<file path="src/hw/rtl/cau_pkg.sv">
// ----------------------------------------------------------------------------
// Complex arithmetic unit package
// Widths, operation and status codes, and the pipeline types shared by the
// complex arithmetic unit modules.
// ----------------------------------------------------------------------------
package cau_pkg;

	localparam int OPERAND_WIDTH = 16;
	localparam int FRACTION_BITS = 16;
	localparam int OUT_W = 48;

	localparam int PROD_W = 2 * OPERAND_WIDTH;
	localparam int SUM_W = PROD_W + 1;
	localparam int MAG_W = PROD_W;
	localparam int DEN_W = PROD_W;
	localparam int NB = MAG_W + FRACTION_BITS;
	localparam int EXT_W = ((NB > OUT_W) ? NB : OUT_W) + 1;

	localparam logic [EXT_W-1:0] NEG_LIM = EXT_W'(1) << (OUT_W - 1);
	localparam logic [EXT_W-1:0] POS_LIM = NEG_LIM - EXT_W'(1);

	localparam logic signed [OUT_W-1:0] OUT_MAX = {1'b0, {(OUT_W - 1){1'b1}}};
	localparam logic signed [OUT_W-1:0] OUT_MIN = {1'b1, {(OUT_W - 1){1'b0}}};

	localparam int FRONT_STAGES = 4;
	localparam int LATENCY = FRONT_STAGES + NB + 1;

	typedef enum logic [1:0] {
		OP_ADD = 2'd0,
		OP_SUB = 2'd1,
		OP_MUL = 2'd2,
		OP_DIV = 2'd3
	} op_t;

	localparam logic [1:0] ST_OK = 2'd0;
	localparam logic [1:0] ST_SAT = 2'd1;
	localparam logic [1:0] ST_DIV0 = 2'd2;

	typedef struct packed {
		logic valid;
		logic dz;
		logic neg_re;
		logic neg_im;
	} side_t;

	typedef struct packed {
		logic [DEN_W-1:0] rem;
		logic [NB-1:0] nq;
	} div_lane_t;

endpackage

</file>
<file path="src/hw/rtl/cau_front.sv">
// ----------------------------------------------------------------------------
// Complex arithmetic unit front end
// Registers the operands, forms the partial products, combines them per
// operation and splits each part into sign and magnitude with a divisor.
// ----------------------------------------------------------------------------
module cau_front (
	input  logic clk,
	input  logic arst_n,
	input  logic start,
	input  logic [1:0] req_type,
	input  logic signed [cau_pkg::OPERAND_WIDTH-1:0] a_real,
	input  logic signed [cau_pkg::OPERAND_WIDTH-1:0] a_imag,
	input  logic signed [cau_pkg::OPERAND_WIDTH-1:0] b_real,
	input  logic signed [cau_pkg::OPERAND_WIDTH-1:0] b_imag,
	output cau_pkg::side_t side_o,
	output logic [cau_pkg::DEN_W-1:0] den_o,
	output logic [cau_pkg::MAG_W-1:0] mag_re_o,
	output logic [cau_pkg::MAG_W-1:0] mag_im_o
);

	logic valid_s1, valid_s2, valid_s3, valid_s4;
	cau_pkg::op_t op_s1, op_s2;
	logic signed [cau_pkg::OPERAND_WIDTH-1:0] ar_s1, ai_s1, br_s1, bi_s1;
	logic signed [cau_pkg::OPERAND_WIDTH-1:0] ar_s2, ai_s2, br_s2, bi_s2;
	logic signed [cau_pkg::PROD_W-1:0] p_rr_s2, p_ii_s2, p_ri_s2, p_ir_s2;
	logic signed [cau_pkg::PROD_W-1:0] sq_r_s2, sq_i_s2;
	logic signed [cau_pkg::SUM_W-1:0] v_re_s3, v_im_s3;
	logic [cau_pkg::DEN_W-1:0] den_s3, den_s4;
	logic neg_re_s4, neg_im_s4, dz_s4;
	logic [cau_pkg::MAG_W-1:0] mag_re_s4, mag_im_s4;
	logic signed [cau_pkg::SUM_W-1:0] v_re_d, v_im_d;
	logic [cau_pkg::DEN_W-1:0] den_d;

	always_ff @(posedge clk or negedge arst_n) begin
		if (!arst_n) begin
			valid_s1 <= 1'b0;
			valid_s2 <= 1'b0;
			valid_s3 <= 1'b0;
			valid_s4 <= 1'b0;
		end else begin
			valid_s1 <= start;
			valid_s2 <= valid_s1;
			valid_s3 <= valid_s2;
			valid_s4 <= valid_s3;
		end
	end

	always_ff @(posedge clk) begin
		op_s1 <= cau_pkg::op_t'(req_type);
		ar_s1 <= a_real;
		ai_s1 <= a_imag;
		br_s1 <= b_real;
		bi_s1 <= b_imag;

		op_s2 <= op_s1;
		ar_s2 <= ar_s1;
		ai_s2 <= ai_s1;
		br_s2 <= br_s1;
		bi_s2 <= bi_s1;
		p_rr_s2 <= ar_s1 * br_s1;
		p_ii_s2 <= ai_s1 * bi_s1;
		p_ri_s2 <= ar_s1 * bi_s1;
		p_ir_s2 <= ai_s1 * br_s1;
		sq_r_s2 <= br_s1 * br_s1;
		sq_i_s2 <= bi_s1 * bi_s1;
	end

	always_comb begin
		den_d = cau_pkg::DEN_W'(1);
		unique case (op_s2)
			cau_pkg::OP_ADD: begin
				v_re_d = cau_pkg::SUM_W'(ar_s2) + cau_pkg::SUM_W'(br_s2);
				v_im_d = cau_pkg::SUM_W'(ai_s2) + cau_pkg::SUM_W'(bi_s2);
			end
			cau_pkg::OP_SUB: begin
				v_re_d = cau_pkg::SUM_W'(ar_s2) - cau_pkg::SUM_W'(br_s2);
				v_im_d = cau_pkg::SUM_W'(ai_s2) - cau_pkg::SUM_W'(bi_s2);
			end
			cau_pkg::OP_MUL: begin
				v_re_d = cau_pkg::SUM_W'(p_rr_s2) - cau_pkg::SUM_W'(p_ii_s2);
				v_im_d = cau_pkg::SUM_W'(p_ri_s2) + cau_pkg::SUM_W'(p_ir_s2);
			end
			cau_pkg::OP_DIV: begin
				v_re_d = cau_pkg::SUM_W'(p_rr_s2) + cau_pkg::SUM_W'(p_ii_s2);
				v_im_d = cau_pkg::SUM_W'(p_ir_s2) - cau_pkg::SUM_W'(p_ri_s2);
				den_d = $unsigned(sq_r_s2) + $unsigned(sq_i_s2);
			end
		endcase
	end

	always_ff @(posedge clk) begin
		v_re_s3 <= v_re_d;
		v_im_s3 <= v_im_d;
		den_s3 <= den_d;

		neg_re_s4 <= v_re_s3[cau_pkg::SUM_W-1];
		neg_im_s4 <= v_im_s3[cau_pkg::SUM_W-1];
		mag_re_s4 <= v_re_s3[cau_pkg::SUM_W-1] ? cau_pkg::MAG_W'(-v_re_s3)
			: cau_pkg::MAG_W'(v_re_s3);
		mag_im_s4 <= v_im_s3[cau_pkg::SUM_W-1] ? cau_pkg::MAG_W'(-v_im_s3)
			: cau_pkg::MAG_W'(v_im_s3);
		den_s4 <= den_s3;
		dz_s4 <= (den_s3 == '0);
	end

	assign side_o = '{valid: valid_s4, dz: dz_s4, neg_re: neg_re_s4, neg_im: neg_im_s4};
	assign den_o = den_s4;
	assign mag_re_o = mag_re_s4;
	assign mag_im_o = mag_im_s4;

endmodule

</file>
<file path="config.mk">
export PLATFORM = sky130hd
export DESIGN_NAME = cau_front
export DESIGN_NICKNAME = d
export VERILOG_FILES = /design/src/hw/rtl/cau_pkg.sv /design/src/hw/rtl/cau_front.sv
export SDC_FILE = /design/constraint.sdc
export NUM_CORES = 2
export LEC_CHECK = 0
export BUFFER_PORTS_ARGS = -buffer_cell sky130_fd_sc_hd__buf_2
export CORE_ASPECT_RATIO = 1.2
export CORE_MARGIN = 1.5
export CORE_UTILIZATION = 30
export CTS_CLUSTER_SIZE = 14
export DETAILED_ROUTE_END_ITERATION = 6
export SLEW_MARGIN = 10
export SYNTH_ARGS = -nofsm -noshare
export SYNTH_HDL_FRONTEND = slang
export SYNTH_SLANG_ARGS = --single-unit
</file>
<file path="constraint.sdc">
create_clock -name clk -period 6.35 [get_ports clk]
set_input_delay 0.9525 -clock clk [delete_from_list [all_inputs] [get_ports clk]]
set_output_delay 0.9525 -clock clk [all_outputs]
set_load 0.005 [all_outputs]
</file>
# ---- Word level (Yosys, flattened, before mapping)
# Index checks and enable logic that the tools add are counted.
dict set report word_totals {
  reg_bits 525
  wordCells 55
  in_bits 69
}
dict set report op_classes {
  n_reduce_logical 2
  muxes 4
  n_mul 6
  eq_ne 3
  add_sub_neg 11
}
# operator n
set ops {}
lappend ops {{$pmux W33 S4} 2}
lappend ops {{$mul A16 B16 Y32} 6}
lappend ops {{$add A32 B32 Y33} 2}
lappend ops {{$sub A32 B32 Y33} 2}
lappend ops {{$mux W32} 2}
lappend ops {{$neg A32 Y32} 2}
lappend ops {{$add A16 B16 Y17} 2}
lappend ops {{$sub A16 B16 Y17} 2}
lappend ops {{$add A32 B32 Y32} 1}
lappend ops {{$logic_not A32 Y1} 1}
lappend ops {{$eq A2 B2 Y1 const B} 2}
lappend ops {{$eq A2 B1 Y1 const B} 1}
lappend ops {{$logic_not A2 Y1} 1}

# ---- Longest topological paths before layout
dict set report depth {
  ltp_word 2
  mapped_depth 26
  ltp_nobuf 24
}

# ---- Least setup slack after synthesis
# Ideal clock, no wire load.
dict set report synth_timing {
  kind {reg2reg}
  startpoint {register br_s1[6] (netlist bit)}
  endpoint {register p_rr_s2[30] (netlist bit)}
  n_path_buf 2
  setup_time_ps 72
  path_stages_with_launch 21
  setup_slack_ps -43
  arrival_time_ps 6320
  t_required_ps 6278
  cell_sequence {dfxtp_1 clkbuf_1 clkbuf_1 nand2_1 fa_1 inv_1 fa_1 fa_1 fa_1 fa_1 fa_1 ha_1 and3_1 a221o_1 a21oi_1 o221ai_1 a21oi_1 o211ai_1 a211o_1 a21oi_1 xnor2_1}
}
dict set report synth_via {
  elab_chain_cells 1
}
# element line_no
set synth_lines {}
lappend synth_lines {{start: declaration} cau_front.sv:23} ;# logic signed [cau_pkg::OPERAND_WIDTH-1:0] ar_s1, ai_s1, br_s1, bi_s1;
lappend synth_lines {{start signal: assignment} cau_front.sv:52} ;# br_s1 <= b_real;
lappend synth_lines {{$mul A16 B16 Y32} cau_front.sv:60} ;# p_rr_s2 <= ar_s1 * br_s1;
lappend synth_lines {{end signal: assignment} cau_front.sv:60}
lappend synth_lines {{end: declaration} cau_front.sv:25} ;# logic signed [cau_pkg::PROD_W-1:0] p_rr_s2, p_ii_s2, p_ri_s2, p_ir_s2;
# Every way passes these cells.
# A chain may end at the register's enable or synchronous reset.

# ---- Worst setup path after layout
dict set report layout_timing {
  startpoint {register bi_s1[3] (netlist bit)}
  endpoint {register p_ii_s2[27] (netlist bit)}
}
dict set report layout_via {
  elab_chain_cells 1
}
# element line_no
set layout_lines {}
lappend layout_lines {{start: declaration} cau_front.sv:23}
lappend layout_lines {{start signal: assignment} cau_front.sv:53} ;# bi_s1 <= b_imag;
lappend layout_lines {{$mul A16 B16 Y32} cau_front.sv:61} ;# p_ii_s2 <= ai_s1 * bi_s1;
lappend layout_lines {{end signal: assignment} cau_front.sv:61}
lappend layout_lines {{end: declaration} cau_front.sv:25}
# Every way passes these cells.

==> metrics.txt <==
outcome=completed; Synth area leader=fa_1; HP Class=in -> async; global placer's final weighted congestion=0.922; starting DRC count in detailed routing=2947; Detailed Routing Iterations Pass 1=7; post-synthesis cell type count=74; Area contributors post-synth=fa_1 39%, dfxtp_1 13%, ha_1 11%; vias per inst=4.69; share of cells above drive strength 1=10.4%; post-synthesis async set-or-reset flop share=0.768%; Placement Cell Area=85900 sq um; RSZ-0062 raised after global routing=true; max cap viols=0; H-tree depth=3; largest net degree at the start of global routing=56; die height=563 um; final WL=~220 mm; Syn-to-layout area delta=14.5%; Worst Setup Path Type=reg -> reg; Rows=205; Max Fclk=0.161 GHz; Port Buffers=about 170; total gr overflow=0; Critical Path Fanout Max=10; Reg-to-Reg Start=bi_s1[3]; Clk Latency, worst-skew pair=between 600 and 700 ps; CORE AREA=around 260000 sq um; min Tclk post-route=6220 ps; register area share after synthesis=13.3%; Post-DP HPWL=180 mm; Worst Reg-to-Reg Cells=24; CP startpoint kind=flop; worst path arrival time=6770 ps; register bit total from synthesis=between 500 and 600; Cell Area, Synth=78300 sq um; Starting Density=30.1%; I/O pin cnt=approximately 170; Setup TNS=0 ps; CTS buffer count=68; Tightest Pin Transition=1100 ps; Req. time, crit path=6900 ps; Tcrit/Tclk final=98.0%; most common cell after layout, fill and taps aside=inv_1; syn nets=10700; vias=57500; die area=264000 sq um; Routed Antenna Nets=0; first-pass GRT wire length=~340 mm; Yosys top cell area share=roughly two fifths; Synth Area per Inst=9.27 sq um; reg2reg end=p_ii_s2[27]; clock transition at the registers of the reported paths=~60 ps; Net count, final=11100; Warnings, synthesis=0; vias in the first global route=between 60000 and 70000; reg2reg setup slack=130 ps; Post-Syn Instances=~8400; Clock Skews=35.3 ps; initial antenna violation count=16; Final Hold Viols=0; WL/cell=17.9 um; Clock Path Buffers=3; Die X=469 um; root buf cell=clkbuf_16; CTS tree=done; hold-fix buffers at CTS=0; Critical Path End Type=flop; Slew Viols, Final=0; gr usage total=16.5%; endpoints failing setup=0; Slew HR=26.2%; Clock Sinks=about 520; most common flop cell mapped by yosys=dfxtp_1; drt drc=0; post-route cell area=89600 sq um; commonest cells after routing, fill and taps aside=1917 x inv_1, 1505 x fa_1, 764 x nand2_1; Post-synth EDFFs=0
==> Yosys cell counts (all sizes together) (11+ instances only) <==
| cell | count |
|---|---|
| or4 | 29 |
| a21o | 154 |
| nand4 | 26 |
| a31oi | 30 |
| nand2 | 770 |
| nand3 | 51 |
| o211ai | 21 |
| ha | 678 |
| xor2 | 109 |
| inv | 1920 |
| dfxtp | 517 |
| nor2 | 327 |
| mux2i | 22 |
| nor2b | 38 |
| and3 | 31 |
| nor3 | 57 |
| a21oi | 254 |
| buf | 26 |
| a211oi | 43 |
| fa | 1520 |
| a21boi | 13 |
| or3 | 24 |
| o31ai | 44 |
| o21a | 32 |
| o21ai | 191 |
| o21bai | 38 |
| and2 | 576 |
| xnor2 | 333 |
| clkbuf | 289 |
| a31o | 20 |
| a221oi | 11 |
| nor4 | 25 |
| or2 | 14 |
| nand2b | 62 |
| o41ai | 12 |
==> state kept, by name, summed over array words and instances (netlist names), 16 cells and up <==
name,count
p_ii_s2,32
mag_re_o,32
sq_r_s2,31
bi_s1,16
ar_s2,16
v_im_s3,33
ai_s1,16
mag_im_o,32
den_o,32
ai_s2,16
br_s1,16
ar_s1,16
sq_i_s2,31
den_s3,32
v_re_s3,33
p_ir_s2,32
p_ri_s2,32
p_rr_s2,32
==> worst max-delay path, cell delays in order, from the launching register on <==
cell	delay (ps)
dfxtp_4	360
buf_12	140
clkbuf_16	180
and2_1	180
fa_1	500
inv_1	60
fa_1	530
inv_1	50
fa_1	560
fa_2	440
fa_1	490
inv_1	50
fa_1	470
inv_1	60
ha_4	280
and3_4	180
and3_4	210
or4b_4	510
a31oi_4	210
buf_6	130
buf_4	120
nand2_1	50
nand2_1	90
a31oi_2	100
xnor2_1	160
==> stage by stage <==
| stage | setup WS [ps] | hold slack [ps] | cells | util (%) |
|---|---|---|---|---|
| 4_1_cts | 7.47 | 34.4 | 12200 | 34.0 |
| 3_3_place_gp | -233 | 316 | 12100 | 33.1 |
| 3_5_place_dp | -235 | 319 | 12100 | 33.1 |
| 6_report | 126 | 81.4 | 12300 | 34.5 |
| 2_1_floorplan | 48.4 | 310 | 8443 | - |
| 5_1_grt | -81.7 | 65.0 | 12300 | 34.5 |
==> area by class of cell <==
| cell class | instances | area, sq um |
|---|---|---|
| timing repair buffer | 597 | 5210 |
| antenna | 7 | 17.5 |
| clock buffer | 84 | 1890 |
| multi-input combinational | 5685 | 60100 |
| fill | 26400 | 170000 |
| clock inverter | 37 | 408 |
| inverter | 1922 | 7220 |
| tap | 3415 | 4270 |
| sequential | 521 | 10500 |
==> layer usage <==
metal / part of all wire [%] / track usage, % / wire length (um)
met1: 39 / 19.7 / 86500
met2: 51 / 29.6 / 111000
met3: 4.7 / 1.93 / 10300
met4: 5.3 / 7.20 / 11600
met5: 0.036 / 0 / 79
==> logic make-up (layout without fill, tap and decap cells) <==
logic type / count (synthesis) / after routing / share of synthesized area [%]
buf+inv: 2237 / 2640 / 10.7
fa+ha+maj: 2198 / 2198 / 49.7
simple gates: 2060 / 2060 / 13.0
compound gates: 962 / 962 / 8.01
flops: 521 / 521 / 13.3
xor+xnor: 442 / 442 / 4.94
mux: 23 / 23 / 0.296
other cells: 0 / 7 / 0
==> how the worst max path moves through the flow <==
stage	from	end	slack [ps]	cells past startpoint
final	bi_s1[3]	p_ii_s2[27]	130	24
after global routing	ar_s1[7]	p_rr_s2[29]	-80	21
after CTS	bi_s1[1]	sq_i_s2[31]	7	23
after detailed placement	bi_s1[3]	sq_i_s2[31]	-230	23
after global placement	bi_s1[12]	sq_i_s2[31]	-230	23
after floorplan	br_s1[6]	p_rr_s2[30]	50	20
==> repair_timing <==
item / 4_1_cts / 5_1_grt
buffers inserted: 3 / 34
pin swaps: 4 / 56
gates cloned: 1 / 9
gates resized for setup: 18 / 169
endpoints found under the setup margin: 22 / 47
Power is not shown: default switching activity piles up to over one toggle a cycle in this logic, so the estimate is an artifact.
